===== src/sv/pfr_pkg.sv =====
package pfr_pkg;

    // request function codes
    localparam logic [1:0] FN_INSERT    = 2'd0;
    localparam logic [1:0] FN_LOOKUP    = 2'd1;
    localparam logic [1:0] FN_SET_FLAGS = 2'd2;

    // register indexes on the config port
    localparam logic REG_POLICY   = 1'b0;
    localparam logic REG_CAPACITY = 1'b1;

    // replacement policy values
    localparam logic POLICY_FIFO = 1'b0;
    localparam logic POLICY_LRU  = 1'b1;

    localparam logic [4:0] CAPACITY_RESET = 5'd16;

    typedef enum logic [2:0] {
        ST_INSERTED = 3'd0,
        ST_PRESENT  = 3'd1,
        ST_HIT      = 3'd2,
        ST_MISS     = 3'd3,
        ST_REFUSED  = 3'd4
    } t_status;

    // compare unit operating mode
    typedef enum logic {
        CM_SCAN = 1'b0,
        CM_DROP = 1'b1
    } t_cmp_mode;

    typedef struct packed {
        logic        tag_match;
        logic        victim_better;
        logic        age_above;
    } t_cmp_flags;

    typedef struct packed {
        logic [1:0]  func;
        logic [15:0] page_number;
        logic [7:0]  pin_value;
        logic        dirty_value;
    } t_req;

    typedef struct packed {
        t_status     status;
        logic [3:0]  slot;
        logic        evicted_valid;
        logic [15:0] evicted_page;
        logic        writeback;
    } t_rsp;

endpackage


===== src/sv/pfr_if.sv =====
interface pfr_req_if import pfr_pkg::*; ();
    logic valid;
    logic ready;
    t_req payload;

    modport source (output valid, output payload, input ready);
    modport sink   (input valid, input payload, output ready);
endinterface

interface pfr_rsp_if import pfr_pkg::*; ();
    logic valid;
    logic ready;
    t_rsp payload;

    modport source (output valid, output payload, input ready);
    modport sink   (input valid, input payload, output ready);
endinterface


===== src/sv/pfr_frame_mem.sv =====
module pfr_frame_mem #(
    parameter int DEPTH = 16,
    parameter int WIDTH = 29
) (
    input  logic                     i_clk,
    input  logic                     i_wen,
    input  logic [$clog2(DEPTH)-1:0] i_waddr,
    input  logic [WIDTH-1:0]         i_wdata,
    input  logic                     i_ren,
    input  logic [$clog2(DEPTH)-1:0] i_raddr,
    output logic [WIDTH-1:0]         o_rdata
);

    logic [WIDTH-1:0] r_mem [DEPTH];
    logic [WIDTH-1:0] r_rdata;

    always_ff @(posedge i_clk) begin
        if (i_wen) begin
            r_mem[i_waddr] <= i_wdata;
        end
    end

    always_ff @(posedge i_clk) begin
        if (i_ren) begin
            r_rdata <= r_mem[i_raddr];
        end
    end

    assign o_rdata = r_rdata;

endmodule


===== src/sv/pfr_cmp_unit.sv =====
module pfr_cmp_unit import pfr_pkg::*; #(
    parameter int PW = 16,
    parameter int AW = 4,
    parameter int IW = 4
) (
    input  t_cmp_mode     i_mode,
    input  logic          i_entry_valid,
    input  logic [PW-1:0] i_tag,
    input  logic [PW-1:0] i_page,
    input  logic [7:0]    i_pin,
    input  logic [AW-1:0] i_age,
    input  logic          i_best_found,
    input  logic [AW-1:0] i_best_age,
    input  logic [IW-1:0] i_idx,
    input  logic [IW-1:0] i_drop_s,
    input  logic [AW-1:0] i_drop_r,
    output t_cmp_flags    o_flags
);

    logic [AW-1:0] w_op_a;
    logic [AW-1:0] w_op_b;
    logic          w_lt;

    // one magnitude comparator: age < best during scan, rank < age during drop
    always_comb begin
        unique case (i_mode)
            CM_DROP: begin
                w_op_a = i_drop_r;
                w_op_b = i_age;
            end
            default: begin
                w_op_a = i_age;
                w_op_b = i_best_age;
            end
        endcase
    end

    assign w_lt = (w_op_a < w_op_b);

    assign o_flags.tag_match     = i_entry_valid && (i_tag == i_page);
    assign o_flags.victim_better = i_entry_valid && (i_pin == 8'd0) &&
                                   (!i_best_found || w_lt);
    assign o_flags.age_above     = i_entry_valid && (i_idx != i_drop_s) && w_lt;

endmodule


===== src/sv/page_frame_replacement.sv =====
// Page-frame replacement table with pinning, FIFO or LRU order.
// Request channel i_req carries func, page_number, pin_value and dirty_value;
// response channel o_rsp returns status, slot, evicted_valid, evicted_page
// and writeback, exactly one response per request, in order.
// The APB port holds policy (0x0) and capacity (0x4); write them while idle.
// Each request sweeps the frame memory through its single read port, one
// frame per cycle, with a shared compare unit judging tag match, victim
// age and rank shift. After the scan sweep, misses, refusals, duplicate
// inserts and FIFO lookup hits respond directly; plain inserts and
// set-flags hits first write the frame; an evicting insert or an LRU lookup
// hit runs a second sweep to close the rank gap, then writes the frame.
// One request is in flight at a time; the next is taken in the cycle after the
// response is registered, even while that response still waits on
// o_rsp.ready; no new request is taken before that.
// A stalled receiver holds the response and, after the following request
// completes its sweep, holds that one in the sequencer.
// Reset (synchronous, active low) clears all valid bits, policy to FIFO and
// capacity to 16; no clearing pass is needed.
module page_frame_replacement import pfr_pkg::*; #(
    parameter int FRAMES    = 16,
    parameter int PAGE_BITS = 16
) (
    input  logic        i_clk,
    input  logic        i_rst_n,
    pfr_req_if.sink     i_req,
    pfr_rsp_if.source   o_rsp,
    input  logic        psel,
    input  logic        penable,
    input  logic        pwrite,
    input  logic [2:0]  paddr,
    input  logic [31:0] pwdata,
    output logic [31:0] prdata,
    output logic        pready
);

    localparam int PW   = PAGE_BITS;
    localparam int IW   = $clog2(FRAMES);
    localparam int AW   = IW;
    localparam int CNTW = $clog2(FRAMES + 1);
    localparam int CAPW = (CNTW > 5) ? CNTW : 5;
    localparam int EW   = PW + 8 + 1 + AW;

    typedef enum logic [5:0] {
        S_IDLE   = 6'b000001,
        S_SCAN   = 6'b000010,
        S_DECIDE = 6'b000100,
        S_DROP   = 6'b001000,
        S_WRITE  = 6'b010000,
        S_RESP   = 6'b100000
    } t_state;

    t_state            r_state, n_state;
    logic              r_policy;
    logic [4:0]        r_capacity;
    t_req              r_req, n_req;
    logic [CNTW-1:0]   r_cnt, n_cnt;
    logic              r_rd_live;
    logic [IW-1:0]     r_rd_idx;
    logic [FRAMES-1:0] r_valid, n_valid;
    logic [CNTW-1:0]   r_count, n_count;

    logic              r_hit_found, n_hit_found;
    logic [IW-1:0]     r_hit_idx, n_hit_idx;
    logic [7:0]        r_hit_pin, n_hit_pin;
    logic              r_hit_dirty, n_hit_dirty;
    logic [AW-1:0]     r_hit_age, n_hit_age;

    logic              r_vic_found, n_vic_found;
    logic [IW-1:0]     r_vic_idx, n_vic_idx;
    logic [AW-1:0]     r_vic_age, n_vic_age;
    logic [PW-1:0]     r_vic_tag, n_vic_tag;
    logic              r_vic_dirty, n_vic_dirty;

    logic              r_free_found, n_free_found;
    logic [IW-1:0]     r_free_idx, n_free_idx;

    logic [IW-1:0]     r_drop_s, n_drop_s;
    logic [AW-1:0]     r_drop_r, n_drop_r;
    logic [IW-1:0]     r_new_slot, n_new_slot;
    logic [EW-1:0]     r_new_entry, n_new_entry;
    logic              r_new_ins, n_new_ins;

    t_rsp              r_rsp, n_rsp;
    logic              r_out_valid, n_out_valid;
    t_rsp              r_out, n_out;

    logic [31:0]       w_page_ext;
    logic [PW-1:0]     w_page;
    logic              w_ren;
    logic              w_wen;
    logic [IW-1:0]     w_waddr;
    logic [EW-1:0]     w_wdata;
    logic [EW-1:0]     w_rdata;
    logic [PW-1:0]     w_rd_tag;
    logic [7:0]        w_rd_pin;
    logic              w_rd_dirty;
    logic [AW-1:0]     w_rd_age;
    logic              w_ent_valid;
    logic              w_pass_done;
    t_cmp_mode         w_mode;
    t_cmp_flags        w_flags;
    logic [CAPW-1:0]   w_cap_raw;
    logic [CAPW-1:0]   w_cap;
    logic              w_full;
    logic [CNTW-1:0]   w_cnt_m1;
    logic [31:0]       w_vic_tag_ext;
    logic              w_reg_idx;
    logic              w_cfg_wr;

    // page number reduced to the tag width
    assign w_page_ext = 32'(r_req.page_number);
    assign w_page     = w_page_ext[PW-1:0];

    // frame entry fields: {tag, pin, dirty, age}
    assign w_rd_age   = w_rdata[AW-1:0];
    assign w_rd_dirty = w_rdata[AW];
    assign w_rd_pin   = w_rdata[AW+8:AW+1];
    assign w_rd_tag   = w_rdata[EW-1:AW+9];
    assign w_ent_valid = r_valid[r_rd_idx];

    assign w_pass_done = (r_cnt == CNTW'(FRAMES)) && !r_rd_live;
    assign w_ren = (r_state == S_SCAN || r_state == S_DROP) && (r_cnt != CNTW'(FRAMES));
    assign w_mode = (r_state == S_DROP) ? CM_DROP : CM_SCAN;

    // capacity clamped to 1..FRAMES
    assign w_cap_raw = CAPW'(r_capacity);
    always_comb begin
        if (w_cap_raw == '0) begin
            w_cap = CAPW'(1);
        end else if (w_cap_raw > CAPW'(FRAMES)) begin
            w_cap = CAPW'(FRAMES);
        end else begin
            w_cap = w_cap_raw;
        end
    end
    assign w_full   = (CAPW'(r_count) >= w_cap);
    assign w_cnt_m1 = r_count - CNTW'(1);
    assign w_vic_tag_ext = 32'(r_vic_tag);

    // memory write: rank shift during drop sweep, final entry in write state
    assign w_wen   = (r_state == S_WRITE) ||
                     ((r_state == S_DROP) && r_rd_live && w_flags.age_above);
    assign w_waddr = (r_state == S_WRITE) ? r_new_slot : r_rd_idx;
    assign w_wdata = (r_state == S_WRITE) ? r_new_entry :
                     {w_rd_tag, w_rd_pin, w_rd_dirty, w_rd_age - AW'(1)};

    pfr_frame_mem #(
        .DEPTH (FRAMES),
        .WIDTH (EW)
    ) u_mem (
        .i_clk   (i_clk),
        .i_wen   (w_wen),
        .i_waddr (w_waddr),
        .i_wdata (w_wdata),
        .i_ren   (w_ren),
        .i_raddr (r_cnt[IW-1:0]),
        .o_rdata (w_rdata)
    );

    pfr_cmp_unit #(
        .PW (PW),
        .AW (AW),
        .IW (IW)
    ) u_cmp (
        .i_mode        (w_mode),
        .i_entry_valid (w_ent_valid),
        .i_tag         (w_rd_tag),
        .i_page        (w_page),
        .i_pin         (w_rd_pin),
        .i_age         (w_rd_age),
        .i_best_found  (r_vic_found),
        .i_best_age    (r_vic_age),
        .i_idx         (r_rd_idx),
        .i_drop_s      (r_drop_s),
        .i_drop_r      (r_drop_r),
        .o_flags       (w_flags)
    );

    // config port
    assign pready    = 1'b1;
    assign w_reg_idx = paddr[2];
    assign w_cfg_wr  = psel && penable && pwrite && pready;

    always_comb begin
        unique case (w_reg_idx)
            REG_POLICY:   prdata = 32'(r_policy);
            REG_CAPACITY: prdata = 32'(r_capacity);
            default:      prdata = '0;
        endcase
    end

    always_ff @(posedge i_clk) begin
        if (!i_rst_n) begin
            r_policy   <= POLICY_FIFO;
            r_capacity <= CAPACITY_RESET;
        end else if (w_cfg_wr) begin
            unique case (w_reg_idx)
                REG_POLICY:   r_policy   <= pwdata[0];
                REG_CAPACITY: r_capacity <= pwdata[4:0];
                default: ;
            endcase
        end
    end

    // handshakes
    assign i_req.ready   = (r_state == S_IDLE);
    assign o_rsp.valid   = r_out_valid;
    assign o_rsp.payload = r_out;

    // sequencer
    always_comb begin
        n_state      = r_state;
        n_req        = r_req;
        n_cnt        = r_cnt;
        n_valid      = r_valid;
        n_count      = r_count;
        n_hit_found  = r_hit_found;
        n_hit_idx    = r_hit_idx;
        n_hit_pin    = r_hit_pin;
        n_hit_dirty  = r_hit_dirty;
        n_hit_age    = r_hit_age;
        n_vic_found  = r_vic_found;
        n_vic_idx    = r_vic_idx;
        n_vic_age    = r_vic_age;
        n_vic_tag    = r_vic_tag;
        n_vic_dirty  = r_vic_dirty;
        n_free_found = r_free_found;
        n_free_idx   = r_free_idx;
        n_drop_s     = r_drop_s;
        n_drop_r     = r_drop_r;
        n_new_slot   = r_new_slot;
        n_new_entry  = r_new_entry;
        n_new_ins    = r_new_ins;
        n_rsp        = r_rsp;
        n_out        = r_out;
        n_out_valid  = r_out_valid && !o_rsp.ready;

        if (w_ren) begin
            n_cnt = r_cnt + CNTW'(1);
        end

        unique case (r_state)
            S_IDLE: begin
                if (i_req.valid) begin
                    n_req        = i_req.payload;
                    n_cnt        = '0;
                    n_hit_found  = 1'b0;
                    n_vic_found  = 1'b0;
                    n_free_found = 1'b0;
                    n_state      = S_SCAN;
                end
            end

            // one frame per cycle: match, oldest unpinned, first free
            S_SCAN: begin
                if (r_rd_live) begin
                    if (!w_ent_valid && !r_free_found) begin
                        n_free_found = 1'b1;
                        n_free_idx   = r_rd_idx;
                    end
                    if (w_flags.tag_match && !r_hit_found) begin
                        n_hit_found = 1'b1;
                        n_hit_idx   = r_rd_idx;
                        n_hit_pin   = w_rd_pin;
                        n_hit_dirty = w_rd_dirty;
                        n_hit_age   = w_rd_age;
                    end
                    if (w_flags.victim_better) begin
                        n_vic_found = 1'b1;
                        n_vic_idx   = r_rd_idx;
                        n_vic_age   = w_rd_age;
                        n_vic_tag   = w_rd_tag;
                        n_vic_dirty = w_rd_dirty;
                    end
                end
                if (w_pass_done) begin
                    n_state = S_DECIDE;
                end
            end

            S_DECIDE: begin
                n_rsp        = '0;
                n_rsp.status = ST_MISS;
                n_new_ins    = 1'b0;
                n_cnt        = '0;
                n_state      = S_RESP;
                unique case (r_req.func)
                    FN_INSERT: begin
                        if (r_hit_found) begin
                            n_rsp.status = ST_PRESENT;
                            n_rsp.slot   = 4'(r_hit_idx);
                        end else if (w_full) begin
                            if (!r_vic_found) begin
                                n_rsp.status = ST_REFUSED;
                            end else begin
                                // evict the victim, then insert in the lowest free slot
                                n_rsp.status        = ST_INSERTED;
                                n_rsp.evicted_valid = 1'b1;
                                n_rsp.evicted_page  = w_vic_tag_ext[15:0];
                                n_rsp.writeback     = r_vic_dirty;
                                n_valid[r_vic_idx]  = 1'b0;
                                n_count             = w_cnt_m1;
                                n_drop_s            = r_vic_idx;
                                n_drop_r            = r_vic_age;
                                n_new_slot = (r_free_found && (r_free_idx < r_vic_idx)) ?
                                             r_free_idx : r_vic_idx;
                                n_rsp.slot  = 4'(n_new_slot);
                                n_new_entry = {w_page, 8'd0, 1'b0, w_cnt_m1[AW-1:0]};
                                n_new_ins   = 1'b1;
                                n_state     = S_DROP;
                            end
                        end else if (r_free_found) begin
                            n_rsp.status = ST_INSERTED;
                            n_rsp.slot   = 4'(r_free_idx);
                            n_new_slot   = r_free_idx;
                            n_new_entry  = {w_page, 8'd0, 1'b0, r_count[AW-1:0]};
                            n_new_ins    = 1'b1;
                            n_state      = S_WRITE;
                        end else begin
                            n_rsp.status = ST_REFUSED;
                        end
                    end
                    FN_LOOKUP: begin
                        if (r_hit_found) begin
                            n_rsp.status = ST_HIT;
                            n_rsp.slot   = 4'(r_hit_idx);
                            if (r_policy == POLICY_LRU) begin
                                // move to the most recent end
                                n_drop_s    = r_hit_idx;
                                n_drop_r    = r_hit_age;
                                n_new_slot  = r_hit_idx;
                                n_new_entry = {w_page, r_hit_pin, r_hit_dirty,
                                               w_cnt_m1[AW-1:0]};
                                n_state     = S_DROP;
                            end
                        end
                    end
                    FN_SET_FLAGS: begin
                        if (r_hit_found) begin
                            n_rsp.status = ST_INSERTED;
                            n_rsp.slot   = 4'(r_hit_idx);
                            n_new_slot   = r_hit_idx;
                            n_new_entry  = {w_page, r_req.pin_value, r_req.dirty_value,
                                            r_hit_age};
                            n_state      = S_WRITE;
                        end
                    end
                    default: ;
                endcase
            end

            // close the rank gap left by the dropped frame
            S_DROP: begin
                if (w_pass_done) begin
                    n_state = S_WRITE;
                end
            end

            S_WRITE: begin
                if (r_new_ins) begin
                    n_valid[r_new_slot] = 1'b1;
                    n_count             = r_count + CNTW'(1);
                end
                n_state = S_RESP;
            end

            S_RESP: begin
                if (!r_out_valid || o_rsp.ready) begin
                    n_out       = r_rsp;
                    n_out_valid = 1'b1;
                    n_state     = S_IDLE;
                end
            end

            default: n_state = S_IDLE;
        endcase
    end

    // control state
    always_ff @(posedge i_clk) begin
        if (!i_rst_n) begin
            r_state     <= S_IDLE;
            r_valid     <= '0;
            r_count     <= '0;
            r_out_valid <= 1'b0;
            r_rd_live   <= 1'b0;
        end else begin
            r_state     <= n_state;
            r_valid     <= n_valid;
            r_count     <= n_count;
            r_out_valid <= n_out_valid;
            r_rd_live   <= w_ren;
        end
    end

    // payload
    always_ff @(posedge i_clk) begin
        r_req        <= n_req;
        r_cnt        <= n_cnt;
        r_rd_idx     <= r_cnt[IW-1:0];
        r_hit_found  <= n_hit_found;
        r_hit_idx    <= n_hit_idx;
        r_hit_pin    <= n_hit_pin;
        r_hit_dirty  <= n_hit_dirty;
        r_hit_age    <= n_hit_age;
        r_vic_found  <= n_vic_found;
        r_vic_idx    <= n_vic_idx;
        r_vic_age    <= n_vic_age;
        r_vic_tag    <= n_vic_tag;
        r_vic_dirty  <= n_vic_dirty;
        r_free_found <= n_free_found;
        r_free_idx   <= n_free_idx;
        r_drop_s     <= n_drop_s;
        r_drop_r     <= n_drop_r;
        r_new_slot   <= n_new_slot;
        r_new_entry  <= n_new_entry;
        r_new_ins    <= n_new_ins;
        r_rsp        <= n_rsp;
        r_out        <= n_out;
    end

    // occupancy counter tracks the valid bits
    a_count_matches: assert property (@(posedge i_clk) disable iff (!i_rst_n)
        $countones(r_valid) == int'(r_count))
        else $error("occupancy count out of step with valid bits");

    // an eviction is only reported with a successful insert
    a_evict_inserts: assert property (@(posedge i_clk) disable iff (!i_rst_n)
        r_out_valid && r_out.evicted_valid |-> r_out.status == ST_INSERTED)
        else $error("eviction reported without insert");

    // writeback only for an evicted frame
    a_wb_evicted: assert property (@(posedge i_clk) disable iff (!i_rst_n)
        r_out_valid && r_out.writeback |-> r_out.evicted_valid)
        else $error("writeback without eviction");

    // rank shift never touches the frame that was dropped
    a_drop_skips: assert property (@(posedge i_clk) disable iff (!i_rst_n)
        (r_state == S_DROP) && w_wen |-> r_rd_idx != r_drop_s)
        else $error("rank shift hit the dropped frame");

endmodule

===== src/flat_wrapper.sv =====
// flat-port wrapper written by rule: the top's interface ports become plain ports
module page_frame_replacement_flat import pfr_pkg::*;
#(
    parameter int FRAMES    = 16,
    parameter int PAGE_BITS = 16
)
  (i_clk, i_rst_n, psel, penable, pwrite, paddr, pwdata, prdata, pready, i_req_valid, i_req_payload, i_req_ready, o_rsp_valid, o_rsp_payload, o_rsp_ready);
  pfr_req_if i_req_i ();
  pfr_rsp_if o_rsp_i ();
  input  logic i_clk;
  input  logic i_rst_n;
  input  logic psel;
  input  logic penable;
  input  logic pwrite;
  input  logic [2:0] paddr;
  input  logic [31:0] pwdata;
  output logic [31:0] prdata;
  output logic pready;
  input wire logic [$bits(i_req_i.valid)-1:0] i_req_valid;
  input wire logic [$bits(i_req_i.payload)-1:0] i_req_payload;
  output wire logic [$bits(i_req_i.ready)-1:0] i_req_ready;
  output wire logic [$bits(o_rsp_i.valid)-1:0] o_rsp_valid;
  output wire logic [$bits(o_rsp_i.payload)-1:0] o_rsp_payload;
  input wire logic [$bits(o_rsp_i.ready)-1:0] o_rsp_ready;
  assign i_req_i.valid = i_req_valid;
  assign i_req_i.payload = i_req_payload;
  assign i_req_ready = i_req_i.ready;
  assign o_rsp_valid = o_rsp_i.valid;
  assign o_rsp_payload = o_rsp_i.payload;
  assign o_rsp_i.ready = o_rsp_ready;
  page_frame_replacement #(.FRAMES(FRAMES), .PAGE_BITS(PAGE_BITS)) u_core (.i_clk(i_clk), .i_rst_n(i_rst_n), .i_req(i_req_i), .o_rsp(o_rsp_i), .psel(psel), .penable(penable), .pwrite(pwrite), .paddr(paddr), .pwdata(pwdata), .prdata(prdata), .pready(pready));
endmodule

===== config.mk =====
export PLATFORM = sky130hd
export DESIGN_NAME = page_frame_replacement_flat
export DESIGN_NICKNAME = d
export VERILOG_FILES = /design/src/sv/pfr_pkg.sv /design/src/sv/pfr_if.sv /design/src/sv/pfr_frame_mem.sv /design/src/sv/pfr_cmp_unit.sv /design/src/sv/page_frame_replacement.sv /design/src/flat_wrapper.sv
export SDC_FILE = /design/constraint.sdc
export NUM_CORES = 1
export LEC_CHECK = 0
export ABC_AREA = 1
export ABC_CLOCK_PERIOD_IN_PS = 6100
export BUFFER_PORTS_ARGS = -buffer_cell sky130_fd_sc_hd__buf_4
export CAP_MARGIN = 20
export CELL_PAD_IN_SITES_DETAIL_PLACEMENT = 1
export CELL_PAD_IN_SITES_GLOBAL_PLACEMENT = 1
export CORE_ASPECT_RATIO = 1.5
export CORE_MARGIN = 10
export CORE_UTILIZATION = 50
export CTS_BUF_LIST = sky130_fd_sc_hd__clkbuf_16
export DETAILED_ROUTE_END_ITERATION = 8
export GPL_TIMING_DRIVEN = 0
export PLACE_DENSITY_LB_ADDON = 0.1
export RECOVER_POWER = 25
export SYNTH_ARGS = -nofsm -noshare
export SYNTH_HDL_FRONTEND = slang
export SYNTH_SLANG_ARGS = --single-unit

===== constraint.sdc =====
create_clock -name i_clk -period 6.1 [get_ports i_clk]
set_input_delay 1.22 -clock i_clk [delete_from_list [all_inputs] [get_ports i_clk]]
set_output_delay 1.22 -clock i_clk [all_outputs]
set_load 0.03 [all_outputs]

==> out/qor.txt <==
setup bufs post-CTS: 0
clk slew on worst S/H paths: 60 ps
Crit Path Category: reg2reg
CP max FO: 16
drt pass-1 iters: 5
worst r2r src: u_core.r_state[2]$_SDFFE_PN0P_
largest net degree at the start of global routing: 30
Final Core Density: 0.576
worst vdd ir: 0.254 mV
Chip Width: 216 um
Slowest Stage Delay on Critical Path: 690 ps
remaining antenna violation count: 0
Least-Margin Pin Slew: 1230 ps
clk buf depth: 3
CP Launch Point: u_core.r_state[2]$_SDFFE_PN0P_
net load switching power: 0.00262 W
Rows: 107
crit-path cells: nor2_1 > nand4_1 > inv_1 > clkbuf_1 > clkbuf_1 > nand2_1 > o21ai_0 > clkbuf_1
WP data arrival: 4380 ps
clock latency on the worst-skew pair: 630 ps
Slowest cell on crit path: clkbuf_1
Max Cap Violations: 0
total CTS buffers: 67
gr usage total: 0.280
Fin. Hold Viols: 0
drt drc: 0
post-route clock period utilization: 0.669
Starting Density: 0.505
Mapped Cells: 2366
Nets: 2657
I/O pins: 129
number of buffer and inverter stages on the critical path: 4
relative slew slack: 0.178
final RePlAce weighted congestion: 0.899
number of vias per cell: 6.01
GRT Residual Overflow: 0
largest cells by area after synthesis: edfxtp_1 69%, nand2_1 6.2%, o21ai_0 4.4%
synth cell count leaders: 661 x edfxtp_1, 474 x nand2_1, 250 x o21ai_0
nature of the critical path startpoint: register
RSZ-0062 raised after global routing: no
synth unique cells: 45
worst hold start: u_core.r_cnt[3]$_DFF_P_
Post-Syn Area: 28700 um^2
register area share after synthesis: 0.722
Top cell by count, worst path: clkbuf_1
final setup margin: 2020 ps
final count of negative-setup-slack endpoints: 0
vias in the first global route: 21.8k
multi-input logic area: 6890 um^2
Tmin final: 4080 ps
CTS tree: done
Routed WL: 96300 um
Seq pwr share: 0.520
Filler cells: 5842
PortBufs: 70
EDFF count, synth: 661
family with the most delay on the worst path: buffers and inverters
post-CTS sizing: 0
ys flop type: edfxtp_1
Via Count: 20.3k
Diodes inserted: 0
count leader, synth: edfxtp_1
Layout area overhead: 14.1%
share of cells above drive strength 1: 0.0969
clock sink total: 705
Yosys top cell by area: edfxtp_1
core area: 56900 um^2
Sequential cell area: 20700 um^2
HPWL Detailed: 68300 um
Leak Pwr: 11.6 nW
initial antenna violation count: 4
fmax: 0.245 GHz
share of the synthesized area in the top cell type: 0.691
outcome: finished clean
clock network power share: 0.388
fin. max-slew vios: 0
post-place setup slack: 2540 ps
Hold Path Class: reg2reg
Root Driver: clkbuf_16
FFs w/ async S/R, synth: 0
FF+latch count, synth: 705
Gate power share: 0.092
placed cell areas: 30900 um^2
H-tree depth: 3
first-pass GRT wire length: 140000 um
DRT iter0 DRCs: 1931
Switching Share: 0.253
final setup TNS: 0 ps
hold buffers post-CTS: 0
Crit path required time: 6410 ps
WL/cell: 28.5 um
Chip Height: 314 um
die area: 67600 um^2
total power per unit cell area: 315 nW/um^2
Syn Area/Cell: 12.1 um^2
Int Pwr: 0.00772 W
total of warnings raised by yosys: 0
final instance area: 32800 um^2
crit end category: register
clk_skew: 38.0 ps
==> per-stage QoR <==
step                      total power [W]  hold WS [ps]  cells
after global routing               0.0106           383   3383
after CTS                          0.0104           369   3379
after global placement            0.00635           336   3225
after floorplan                   0.00597           326   2392
after detailed placement          0.00641           356   3258
final                              0.0103           361   3383
==> layout by cell type, fill, tap and decap left out, types with 3 or more instances in the layout <==
| cell | count |
|---|---|
| o21ai_1 | 11 |
| nand4_1 | 31 |
| o221a_2 | 5 |
| edfxtp_1 | 661 |
| dfxtp_1 | 44 |
| a211oi_1 | 4 |
| buf_4 | 50 |
| buf_2 | 33 |
| nand3_1 | 120 |
| clkinv_1 | 21 |
| ha_1 | 20 |
| xnor2_1 | 7 |
| clkinv_2 | 9 |
| o22ai_1 | 38 |
| nand2_1 | 474 |
| a21oi_1 | 128 |
| buf_16 | 4 |
| o211ai_1 | 3 |
| buf_12 | 15 |
| conb_1 | 28 |
| xor2_1 | 10 |
| nor2_4 | 18 |
| o221ai_1 | 19 |
| clkbuf_1 | 113 |
| buf_1 | 9 |
| nor3_1 | 5 |
| clkbuf_4 | 26 |
| clkbuf_16 | 70 |
| a221oi_1 | 35 |
| o21ai_0 | 245 |
| nor2_1 | 189 |
| inv_1 | 141 |
| buf_6 | 3 |
==> state kept, by name, summed over array words and instances, names as in the netlist, 5 cells and up <==
| name | cells |
|---|---|
| u_core.r_req | 11 |
| u_core.r_new_entry | 29 |
| u_core.r_capacity | 5 |
| u_core.r_count | 5 |
| u_core.r_state | 6 |
| u_core.o_rsp.payload | 25 |
| u_core.r_hit_pin | 8 |
| u_core.u_mem.r_mem | 464 |
| u_core.r_valid | 16 |
| u_core.r_cnt | 5 |
| u_core.r_rsp | 25 |
| u_core.r_vic_tag | 16 |
| u_core.u_mem.o_rdata | 29 |
| u_core.w_page | 16 |
==> power groups by stage <==
stage / registers (W) / clock network (W) / logic [W]
detailed placement: 0.00548 / 0 / 0.000929
floorplan: 0.00545 / 0 / 0.000522
global placement: 0.00548 / 0 / 0.000870
CTS: 0.00538 / 0.00405 / 0.000938
finish: 0.00538 / 0.00401 / 0.000953
global route: 0.00538 / 0.00424 / 0.00102
==> final cells by class <==
cell class	count	share of cell area
Sequential cell	705	0.632
Timing Repair Buffer	107	0.0286
Tap cell	763	0.0291
Clock inverter	51	0.00920
Clock buffer	70	0.0534
Multi-Input combinational cell	1408	0.210
Inverter	131	0.0152
Buffer	148	0.0220
==> worst paths after layout <==
path                                         end  slack (ps)  depth (start not counted)
min                   u_core.r_rd_idx[3]$_DFF_P_         360                          0
min reg2reg           u_core.r_rd_idx[3]$_DFF_P_         360                          0
max          u_core.u_mem.r_mem[8][16]$_DFFE_PP_        2020                          8
max reg2reg  u_core.u_mem.r_mem[8][16]$_DFFE_PP_        2020                          8
==> layer usage <==
metal,global-route usage,routed length (um),vias up
li1,-,-,8826
met4,0.145,4850,6
met5,0,44,-
met3,0.0489,6570,285
met2,0.514,51400,927
met1,0.301,33500,10300
==> cells by family (layout without fill, tap and decap cells) <==
family	after synthesis	after routing	synth area share
and+or+nand+nor	848	848	0.124
DFF	705	705	0.722
AOI/OAI and AO/OA	495	495	0.0971
buffers and inverters	279	507	0.0430
adders and majority gates	20	20	0.00871
xor gates and xnor gates	17	17	0.00518
other	2	28	0.000261
Power figures use the tool's default switching activity.
